## config.mk

```make
export PLATFORM = sky130hd
export DESIGN_NAME = i2c_slave_checksummed_buffer
export DESIGN_NICKNAME = d
export VERILOG_FILES = /design/src/rtl/core/i2cscb_pkg.sv /design/src/rtl/core/i2cscb_frame_ram.sv /design/src/rtl/core/i2cscb_chk_unit.sv /design/src/rtl/core/i2cscb_ctrl.sv /design/src/rtl/core/i2c_slave_checksummed_buffer.sv
export SDC_FILE = /design/constraint.sdc
export NUM_CORES = 1
export LEC_CHECK = 0
export BUFFER_PORTS_ARGS = -buffer_cell sky130_fd_sc_hd__buf_2
export CAP_MARGIN = 20
export CORE_MARGIN = 2
export CORE_UTILIZATION = 57
export CTS_CLUSTER_DIAMETER = 100
export DETAILED_ROUTE_END_ITERATION = 16
export HOLD_SLACK_MARGIN = 0.1
export PLACE_DENSITY = 0.76
export SYNTH_ARGS = -nofsm -noshare
export SYNTH_HDL_FRONTEND = slang
export SYNTH_SLANG_ARGS = --single-unit
```

## constraint.sdc

```tcl
create_clock -name clock -period 3.1 [get_ports clock]
set_input_delay 0.465 -clock clock [delete_from_list [all_inputs] [get_ports clock]]
set_output_delay 0.465 -clock clock [all_outputs]
set_load 0.005 [all_outputs]
```

## src/rtl/core/i2cscb_pkg.sv

```systemverilog
// shared types, command codes and constants of the checksummed i2c slave buffer
`timescale 1ns / 1ps

package i2cscb_pkg;

   // bus event codes carried in the request tuser
   localparam logic [2:0] CMD_ADDR = 3'd0;
   localparam logic [2:0] CMD_DATA = 3'd1;
   localparam logic [2:0] CMD_COLL = 3'd2;
   localparam logic [2:0] CMD_OVFL = 3'd3;
   localparam logic [2:0] CMD_LOAD = 3'd4;

   // latched error codes
   localparam logic [1:0] ERR_NONE = 2'd0;
   localparam logic [1:0] ERR_COLL = 2'd1;
   localparam logic [1:0] ERR_OVFL = 2'd2;

   // checksum term mask and status table depth
   localparam logic [7:0] CHK_MASK     = 8'hAA;
   localparam int         STATUS_SLOTS = 21;

   // parameter defaults
   localparam int TX_LEN_DEF   = 22;
   localparam int RX_LEN_DEF   = 8;
   localparam int BUF_SIZE_DEF = 32;

   // control of the shared checksum accumulator
   typedef struct packed {
      logic       clear;
      logic       add;
      logic [7:0] data_val;
      logic [4:0] pos;
   } chk_ctl_type;

   // one result word
   typedef struct packed {
      logic [1:0] error_code;
      logic       frame_ok;
      logic [7:0] tx_byte;
      logic       tx_valid;
   } rsp_item_type;

endpackage

```

## src/rtl/core/i2cscb_frame_ram.sv

```systemverilog
// frame buffer memory, one write port and one registered read port
`timescale 1ns / 1ps

module i2cscb_frame_ram #(
   parameter int DEPTH = 32,
   parameter int AW    = 5
) (
   input  logic          clock,
   input  logic          wr_en,
   input  logic [AW-1:0] wr_addr,
   input  logic [7:0]    wr_data,
   input  logic [AW-1:0] rd_addr,
   output logic [7:0]    rd_data
);

   logic [7:0] mem_ff [DEPTH];
   logic [7:0] rd_data_ff;

   // write port
   always_ff @(posedge clock) begin
      if (wr_en) begin
         mem_ff[wr_addr] <= wr_data;
      end
   end

   // registered read port
   always_ff @(posedge clock) begin
      rd_data_ff <= mem_ff[rd_addr];
   end

   assign rd_data = rd_data_ff;

endmodule

```

## src/rtl/core/i2cscb_chk_unit.sv

```systemverilog
// shared checksum accumulator: adds ((byte + position) xor mask) per step
`timescale 1ns / 1ps

module i2cscb_chk_unit
   import i2cscb_pkg::*;
(
   input  logic        clock,
   input  chk_ctl_type ctl,
   output logic [7:0]  acc
);

   logic [7:0] acc_ff;
   logic [7:0] acc_in;
   logic [7:0] term;

   // one checksum term, all mod 256
   assign term = (ctl.data_val + {3'b000, ctl.pos}) ^ CHK_MASK;

   always_comb begin
      priority if (ctl.clear) begin
         acc_in = 8'h00;
      end else if (ctl.add) begin
         acc_in = acc_ff + term;
      end else begin
         acc_in = acc_ff;
      end
   end

   always_ff @(posedge clock) begin
      acc_ff <= acc_in;
   end

   assign acc = acc_ff;

endmodule

```

## src/rtl/core/i2cscb_ctrl.sv

```systemverilog
// sequencer: event decode, status table, buffer index and checksum walks
`timescale 1ns / 1ps

module i2cscb_ctrl
   import i2cscb_pkg::*;
#(
   parameter int TX_LEN   = TX_LEN_DEF,
   parameter int RX_LEN   = RX_LEN_DEF,
   parameter int BUF_SIZE = BUF_SIZE_DEF,
   parameter int AW       = $clog2(BUF_SIZE)
) (
   input  logic          clock,
   input  logic          reset,
   input  logic          req_fire,
   input  logic [2:0]    req_cmd,
   input  logic          req_rw,
   input  logic [7:0]    req_data_byte,
   input  logic [4:0]    req_slot,
   output logic          ready,
   input  logic          out_free,
   output logic          res_valid,
   output rsp_item_type  res,
   output logic          mem_wr_en,
   output logic [AW-1:0] mem_wr_addr,
   output logic [7:0]    mem_wr_data,
   output logic [AW-1:0] mem_rd_addr,
   input  logic [7:0]    mem_rd_data,
   output chk_ctl_type   chk_ctl,
   input  logic [7:0]    chk_acc
);

   localparam int IW = 6;

   // sequencer states
   localparam logic [3:0] ST_IDLE     = 4'd0;
   localparam logic [3:0] ST_COPY     = 4'd1;
   localparam logic [3:0] ST_SUM      = 4'd2;
   localparam logic [3:0] ST_SUM_END  = 4'd3;
   localparam logic [3:0] ST_RX_RD    = 4'd4;
   localparam logic [3:0] ST_RX_CMP   = 4'd5;
   localparam logic [3:0] ST_CHK_WR   = 4'd6;
   localparam logic [3:0] ST_SEND     = 4'd7;
   localparam logic [3:0] ST_SEND_CAP = 4'd8;
   localparam logic [3:0] ST_RESP     = 4'd9;

   localparam logic [4:0] COPY_LAST = 5'(STATUS_SLOTS - 1);
   localparam logic [4:0] TX_LAST_K = 5'(TX_LEN - 2);
   localparam logic [4:0] RX_LAST_K = 5'(RX_LEN - 2);

   logic [3:0]    state_ff, state_in;
   logic [IW-1:0] idx_ff, idx_in;
   logic          tmode_ff, tmode_in;
   logic [1:0]    err_ff, err_in;
   logic [4:0]    k_ff, k_in;
   logic [4:0]    kd_ff;
   logic          pend_ff, pend_in;
   logic          is_tx_ff, is_tx_in;
   logic          tx_valid_ff, tx_valid_in;
   logic [7:0]    tx_byte_ff, tx_byte_in;
   logic          frame_ok_ff, frame_ok_in;
   logic [7:0]    status_ff [STATUS_SLOTS];
   logic          acc_clear;

   // clamp an index onto the buffer, out of range reads land on the last entry
   function automatic logic [AW-1:0] buf_addr(input logic [IW-1:0] idx);
      if (int'(idx) < BUF_SIZE) begin
         return idx[AW-1:0];
      end else begin
         return AW'(BUF_SIZE - 1);
      end
   endfunction

   assign ready     = (state_ff == ST_IDLE);
   assign res_valid = (state_ff == ST_RESP);

   // next state and datapath control
   always_comb begin
      state_in    = state_ff;
      idx_in      = idx_ff;
      tmode_in    = tmode_ff;
      err_in      = err_ff;
      k_in        = k_ff;
      pend_in     = 1'b0;
      is_tx_in    = is_tx_ff;
      tx_valid_in = tx_valid_ff;
      tx_byte_in  = tx_byte_ff;
      frame_ok_in = frame_ok_ff;
      acc_clear   = 1'b0;
      mem_wr_en   = 1'b0;
      mem_wr_addr = buf_addr(idx_ff);
      mem_wr_data = req_data_byte;
      mem_rd_addr = buf_addr(idx_ff);
      unique case (state_ff)
         ST_IDLE: begin
            if (req_fire) begin
               tx_valid_in = 1'b0;
               tx_byte_in  = 8'h00;
               frame_ok_in = 1'b0;
               state_in    = ST_RESP;
               unique case (req_cmd)
                  CMD_ADDR: begin
                     tmode_in = req_rw;
                     idx_in   = '0;
                     if (req_rw) begin
                        k_in     = '0;
                        state_in = ST_COPY;
                     end
                  end
                  CMD_DATA: begin
                     if (tmode_ff) begin
                        if (req_rw) begin
                           state_in = ST_SEND;
                        end else begin
                           idx_in = '0;
                        end
                     end else if (int'(idx_ff) < RX_LEN) begin
                        mem_wr_en = (int'(idx_ff) < BUF_SIZE);
                        idx_in    = idx_ff + IW'(1);
                        if (int'(idx_ff) + 1 == RX_LEN) begin
                           is_tx_in  = 1'b0;
                           k_in      = '0;
                           acc_clear = 1'b1;
                           state_in  = ST_SUM;
                        end
                     end
                  end
                  CMD_COLL, CMD_OVFL: begin
                     err_in   = (req_cmd == CMD_COLL) ? ERR_COLL : ERR_OVFL;
                     tmode_in = 1'b0;
                     idx_in   = '0;
                  end
                  default: begin
                  end
               endcase
            end
         end
         // status table into the buffer, one slot a cycle
         ST_COPY: begin
            mem_wr_en   = (int'(k_ff) < BUF_SIZE);
            mem_wr_addr = buf_addr({1'b0, k_ff});
            mem_wr_data = status_ff[k_ff];
            if (k_ff == COPY_LAST) begin
               k_in      = '0;
               is_tx_in  = 1'b1;
               acc_clear = 1'b1;
               state_in  = ST_SUM;
            end else begin
               k_in = k_ff + 5'd1;
            end
         end
         // checksum walk, each read is registered and added in the cycle after it is issued
         ST_SUM: begin
            mem_rd_addr = buf_addr({1'b0, k_ff});
            pend_in     = 1'b1;
            if (k_ff == (is_tx_ff ? TX_LAST_K : RX_LAST_K)) begin
               state_in = ST_SUM_END;
            end else begin
               k_in = k_ff + 5'd1;
            end
         end
         ST_SUM_END: begin
            state_in = is_tx_ff ? ST_CHK_WR : ST_RX_RD;
         end
         ST_RX_RD: begin
            mem_rd_addr = buf_addr(IW'(RX_LEN - 1));
            state_in    = ST_RX_CMP;
         end
         ST_RX_CMP: begin
            frame_ok_in = (mem_rd_data == chk_acc);
            state_in    = ST_RESP;
         end
         ST_CHK_WR: begin
            mem_wr_en   = (TX_LEN - 1 < BUF_SIZE);
            mem_wr_addr = buf_addr(IW'(TX_LEN - 1));
            mem_wr_data = chk_acc;
            idx_in      = '0;
            state_in    = ST_SEND;
         end
         // read the byte at the index, hold on the checksum byte
         ST_SEND: begin
            mem_rd_addr = buf_addr(idx_ff);
            if (int'(idx_ff) + 1 < TX_LEN) begin
               idx_in = idx_ff + IW'(1);
            end
            state_in = ST_SEND_CAP;
         end
         ST_SEND_CAP: begin
            tx_valid_in = 1'b1;
            tx_byte_in  = mem_rd_data;
            state_in    = ST_RESP;
         end
         ST_RESP: begin
            if (out_free) begin
               state_in = ST_IDLE;
            end
         end
         default: begin
            state_in = ST_IDLE;
         end
      endcase
   end

   // checksum unit drive
   assign chk_ctl.clear    = acc_clear;
   assign chk_ctl.add      = pend_ff;
   assign chk_ctl.data_val = mem_rd_data;
   assign chk_ctl.pos      = kd_ff;

   // result word
   assign res.tx_valid   = tx_valid_ff;
   assign res.tx_byte    = tx_byte_ff;
   assign res.frame_ok   = frame_ok_ff;
   assign res.error_code = err_ff;

   // control registers
   always_ff @(posedge clock) begin
      if (reset) begin
         state_ff <= ST_IDLE;
         idx_ff   <= '0;
         tmode_ff <= 1'b0;
         err_ff   <= ERR_NONE;
         pend_ff  <= 1'b0;
      end else begin
         state_ff <= state_in;
         idx_ff   <= idx_in;
         tmode_ff <= tmode_in;
         err_ff   <= err_in;
         pend_ff  <= pend_in;
      end
   end

   // status table, cleared by reset
   always_ff @(posedge clock) begin
      if (reset) begin
         for (int i = 0; i < STATUS_SLOTS; i++) begin
            status_ff[i] <= 8'h00;
         end
      end else if (ready && req_fire && req_cmd == CMD_LOAD &&
                   int'(req_slot) < STATUS_SLOTS) begin
         status_ff[req_slot] <= req_data_byte;
      end
   end

   // payload registers
   always_ff @(posedge clock) begin
      k_ff        <= k_in;
      kd_ff       <= k_ff;
      is_tx_ff    <= is_tx_in;
      tx_valid_ff <= tx_valid_in;
      tx_byte_ff  <= tx_byte_in;
      frame_ok_ff <= frame_ok_in;
   end

endmodule

```

## src/rtl/core/i2c_slave_checksummed_buffer.sv

```systemverilog
// top level: request/response streams, output register, sequencer, buffer and checksum unit
`timescale 1ns / 1ps

// Checksummed frame buffer that sits behind a byte-level I2C slave. Each request
// word is one bus event and gives exactly one response word. The block takes one
// word at a time and drops req_tready while it works; a finished response waits
// in an output register, so the next request can be taken while it is stalled.
// A read address copies the status table into the buffer, walks the checksum
// over the frame, writes the checksum byte and then reads the first byte; the
// received byte that completes a frame starts a checksum walk and a compare. The
// status copy (21 slots, one a cycle) and the checksum walk (one byte a cycle
// through one shared accumulator) go in turn through the buffer's single write
// port and single read port. The frame buffer needs no clearing after reset.

module i2c_slave_checksummed_buffer
   import i2cscb_pkg::*;
#(
   parameter int TX_LEN   = TX_LEN_DEF,
   parameter int RX_LEN   = RX_LEN_DEF,
   parameter int BUF_SIZE = BUF_SIZE_DEF
) (
   input  logic        clock,
   input  logic        reset,
   input  logic        req_tvalid,
   output logic        req_tready,
   input  logic [15:0] req_tdata,  // rw, data_byte, slot, zero fill
   input  logic [2:0]  req_tuser,  // cmd
   output logic        rsp_tvalid,
   input  logic        rsp_tready,
   output logic [15:0] rsp_tdata   // tx_valid, tx_byte, frame_ok, error_code, zero fill
);

   localparam int AW = $clog2(BUF_SIZE);

   logic          req_fire;
   logic          out_free;
   logic          res_valid;
   rsp_item_type  res;
   logic          mem_wr_en;
   logic [AW-1:0] mem_wr_addr;
   logic [7:0]    mem_wr_data;
   logic [AW-1:0] mem_rd_addr;
   logic [7:0]    mem_rd_data;
   chk_ctl_type   chk_ctl;
   logic [7:0]    chk_acc;
   logic          rsp_valid_ff, rsp_valid_in;
   rsp_item_type  rsp_item_ff;
   logic          busy;
   logic          busy_n;

   assign req_fire = req_tvalid && req_tready;
   assign out_free = !rsp_valid_ff || rsp_tready;
   assign req_tready = !busy;

   i2cscb_ctrl #(
      .TX_LEN   (TX_LEN),
      .RX_LEN   (RX_LEN),
      .BUF_SIZE (BUF_SIZE),
      .AW       (AW)
   ) u_ctrl (
      .clock         (clock),
      .reset         (reset),
      .req_fire      (req_fire),
      .req_cmd       (req_tuser),
      .req_rw        (req_tdata[0]),
      .req_data_byte (req_tdata[8:1]),
      .req_slot      (req_tdata[13:9]),
      .ready         (busy_n),
      .out_free      (out_free),
      .res_valid     (res_valid),
      .res           (res),
      .mem_wr_en     (mem_wr_en),
      .mem_wr_addr   (mem_wr_addr),
      .mem_wr_data   (mem_wr_data),
      .mem_rd_addr   (mem_rd_addr),
      .mem_rd_data   (mem_rd_data),
      .chk_ctl       (chk_ctl),
      .chk_acc       (chk_acc)
   );

   assign busy = !busy_n;

   i2cscb_frame_ram #(
      .DEPTH (BUF_SIZE),
      .AW    (AW)
   ) u_frame_ram (
      .clock   (clock),
      .wr_en   (mem_wr_en),
      .wr_addr (mem_wr_addr),
      .wr_data (mem_wr_data),
      .rd_addr (mem_rd_addr),
      .rd_data (mem_rd_data)
   );

   i2cscb_chk_unit u_chk_unit (
      .clock (clock),
      .ctl   (chk_ctl),
      .acc   (chk_acc)
   );

   // output register, loaded when the slot is free
   always_comb begin
      rsp_valid_in = rsp_valid_ff;
      if (out_free) begin
         rsp_valid_in = res_valid;
      end
   end

   always_ff @(posedge clock) begin
      if (reset) begin
         rsp_valid_ff <= 1'b0;
      end else begin
         rsp_valid_ff <= rsp_valid_in;
      end
   end

   always_ff @(posedge clock) begin
      if (out_free && res_valid) begin
         rsp_item_ff <= res;
      end
   end

   assign rsp_tvalid = rsp_valid_ff;
   assign rsp_tdata  = {4'b0000, rsp_item_ff};

`ifndef ASSERT_OFF
   // the sequencer is busy right after taking a word
   a_busy_after_accept: assert property (@(posedge clock) disable iff (reset)
      req_fire |=> !req_tready)
      else $error("request accepted while sequencer still busy");

   // no byte is sent without a transmit strobe
   a_idle_byte_zero: assert property (@(posedge clock) disable iff (reset)
      rsp_tvalid && !rsp_item_ff.tx_valid |-> rsp_item_ff.tx_byte == 8'h00)
      else $error("tx byte nonzero without tx strobe");

   // a frame check never coincides with a transmitted byte
   a_ok_not_tx: assert property (@(posedge clock) disable iff (reset)
      rsp_tvalid |-> !(rsp_item_ff.tx_valid && rsp_item_ff.frame_ok))
      else $error("frame_ok together with tx_valid");

   // a collision report shows up in the response it causes
   a_coll_latched: assert property (@(posedge clock) disable iff (reset)
      req_fire && req_tuser == CMD_COLL |=> ##1 res.error_code == ERR_COLL)
      else $error("collision not latched");
`endif

endmodule

```

==> impl_metrics.ini <==
[final_layout]
syn_to_final_growth_pct = 15.1
layout.cells.non_filler = 2492
final_nets = 1894
drive_above_1_share_pct = 21.3
final_core_util_pct = 66.1
fillers = 3004
final_area_mm2 = 0.0290

[setup_path]
cp-start-kind = flop
critPathArrivalTime_ps = 3420
cp_max_fo = 8
worst_setup_path_end_kind = flop
slowest_delay_ps = 730
critical_path.top_delay_family = simple AND/OR/NAND/NOR gates
path_cells = or4_1 -> clkinv_8 -> nand4_4 -> nor3b_2 -> nand2_1 -> nor2_1 -> and2_1
crit_type = reg -> reg
crit_buf_inv = 1
slowest_stage = or4_1
required_ps = 3570

[floorplan]
die_w_um = 214
coreArea_mm2 = 0.0439
io_pins = 41
rows = 77
die_h_um = 214
die_area_mm2 = 0.0460
initial_core_util_pct = 57.4

[global_routing]
grtUsageTotal_pct = 25.3
grt_max_degree = 65
antenna_found_initial = 1
overflow = 0
grt_pass1_wl_um = 89200
grt_pass1_vias = 15300

[cts]
clkSinkCount = 581
insertion_delay_ps = 620
cts_setup_buffers = 0
cts_buffers = 57
clockRootBuffer = clkbuf_16
ctsHtreeMaxLevel = 2
clkSlewWorstSetupHoldPaths_ps = 60
cts_tree = yes
cts_max_path_buffers = 3

[power]
power_density_mw_per_mm2 = 839
fin_total_pwr_mw = 24.4
p_leak_nw = 10.2
ir_worst_vdd_v = 0.000577

[timing]
timing.fmax_mhz = 339
fin_skew_ps = 37.3
fin_setup_tns_ps = 0
max_slew.worst_pin.slew_ps = 1030
fin_hold_ws_ps = 145
relSlewSlack_pct = 31.3
finalWorstSetupSlack_ps = 149
period_needed_ps = 2950
fin_crit_sh_pct = 95.2
hold_violations = 0
rsz0062_at_grt = no
finalSetupViolations = 0
drv_slew = 0

[routing]
route.antenna.remaining_nets = 0
wl_um = 57400
drt-initial-drc-count = 1796
drt-vias-per-instance = 6.12
drt_first_pass_iters = 6
via_count = 15200
wire_per_inst_um = 23.0
drc_errors = 0

[yosys]
yosysTopAreaCell = edfxtp_1
ys_seq_area_share_pct = 67.5
ys_warn_count = 0
synth.avg_cell_area_um2 = 15.3
yosysUniqueCellTypes = 78
synth_edf_count = 540
synth.top_cell.area_share_pct = 64.3
synth_area_mm2 = 0.0252
ys_ff_latch = 581
synth_flop_cell = edfxtp_1
yosys-top-cells-area = edfxtp_1, mux4_2, and2_1
ys_async_sr_fraction_pct = 0
syn_inst = 1648

[place]
dp_cells = 2385
dp_hpwl_um = 36400
post-place-ws_ps = 222
numPortBuffers = 34
dpl_cell_area_mm2 = 0.0271
routabilityCongestion = 0.909

[flow_run]
drv_cap = 0

[status]
status = complete, no violations

[hold_path]
min_path_type = in -> reg
## repair_timing
| item | in CTS | in global routing |
|---|---|---|
| gates resized for setup | 0 | 1 |
| hold buffers | 0 | 0 |
| endpoints found under the hold margin | 0 | 0 |
| setup endpoints to repair | 0 | 1 |
## path summary, 6_finish.rpt
path	depth (start not counted)	from	end	slack, ps
min	1	req_tdata[2]	u_ctrl.status_ff[21][1]$_DFFE_PP_	150
min reg2reg	0	u_ctrl.tx_byte_ff[2]$_SDFFCE_PN0P_	rsp_tdata[3]$_DFFE_PP_	410
max reg2reg	7	u_ctrl.state_ff[3]$_SDFFE_PP0P_	u_ctrl.status_ff[15][0]$_SDFFCE_PN0P_	150
max	7	u_ctrl.state_ff[3]$_SDFFE_PP0P_	u_ctrl.status_ff[15][0]$_SDFFCE_PN0P_	150
## metal layers
metal  global-route usage [%]  vias to the layer above  part of all wire, %
met5                        0                        -                    0
met4                     9.00                        0                  3.3
met3                     3.97                      123                  7.2
met2                     41.6                      690                   50
met1                     34.8                     7712                   40
li1                         -                     6717                    -
## report_power, final
part / total, mW / internal, mW / switching (mW) / leakage, nW
registers: 10.1 / 9.69 / 0.437 / 5.51
logic: 7.33 / 3.04 / 4.30 / 3.73
clock network: 6.90 / 4.02 / 2.87 / 0.936
total: 24.4 / 16.8 / 7.61 / 10.2
## logic make-up (layout without fill, tap and decap cells)
kind of cell	after synthesis	count (layout)	share of synthesized area, %
AO/OA/AOI/OAI	225	225	5.60
XOR/XNOR	21	21	0.729
adder cells (fa/ha/maj)	18	18	0.952
buffers and inverters	135	295	2.34
flip-flops	581	581	67.5
multiplexers	134	134	10.9
other	1	93	0.0149
AND/OR/NAND/NOR	533	533	12.0
## final cells by class
type	instances	area, µm²	area share [%]
Antenna cell	1	2.50	0.00862
Clock inverter	32	314	1.08
Inverter	29	121	0.418
Sequential cell	581	17000	58.7
Multi-Input combinational cell	1023	8010	27.6
Clock buffer	73	1590	5.46
Timing Repair Buffer	161	1220	4.21
Tap cell	592	741	2.55
## cell usage after synthesis (all sizes together), types with 10 or more instances
| library cell | number |
|---|---|
| a21oi | 18 |
| a22oi | 28 |
| mux2i | 18 |
| buf | 47 |
| nor2 | 90 |
| mux4 | 112 |
| nand3 | 127 |
| and2 | 180 |
| nor3 | 13 |
| xnor2 | 11 |
| nor3b | 10 |
| a31oi | 18 |
| edfxtp | 540 |
| nand2b | 10 |
| o21ai | 109 |
| xor2 | 10 |
| clkbuf | 59 |
| inv | 27 |
| dfxtp | 41 |
| ha | 16 |
| nand4 | 28 |
| o21a | 11 |
| nand2 | 31 |
## sequential cells by signal (all words and copies together), names as in the netlist, named ones only
name / count
u_ctrl.tmode_ff: 1
u_ctrl.state_ff: 4
u_ctrl.frame_ok_ff: 1
u_ctrl.tx_valid_ff: 1
u_ctrl.k_ff: 5
u_chk_unit.acc: 8
u_ctrl.kd_ff: 5
u_frame_ram.mem_ff: 256
u_frame_ram.rd_data: 8
u_ctrl.err_ff: 2
u_ctrl.pend_ff: 1
u_ctrl.is_tx_ff: 1
rsp_tdata: 12
u_ctrl.idx_ff: 6
u_ctrl.tx_byte_ff: 8
u_ctrl.status_ff: 256
rsp_tvalid: 1
## cell usage in the layout (no fill, tap or decap), types with 16 or more instances in the layout
cell,instances
nand4_1,27
nor2_1,85
dfxtp_1,39
ha_1,16
a21oi_1,18
clkbuf_16,57
buf_2,34
nand3_1,127
mux2i_1,18
and2_1,180
a22oi_1,28
buf_4,118
edfxtp_1,540
inv_1,27
mux4_2,112
a31oi_1,18
nand2_1,29
conb_1,92
o21ai_0,97
No activity file was read; power rests on OpenSTA's default activity.
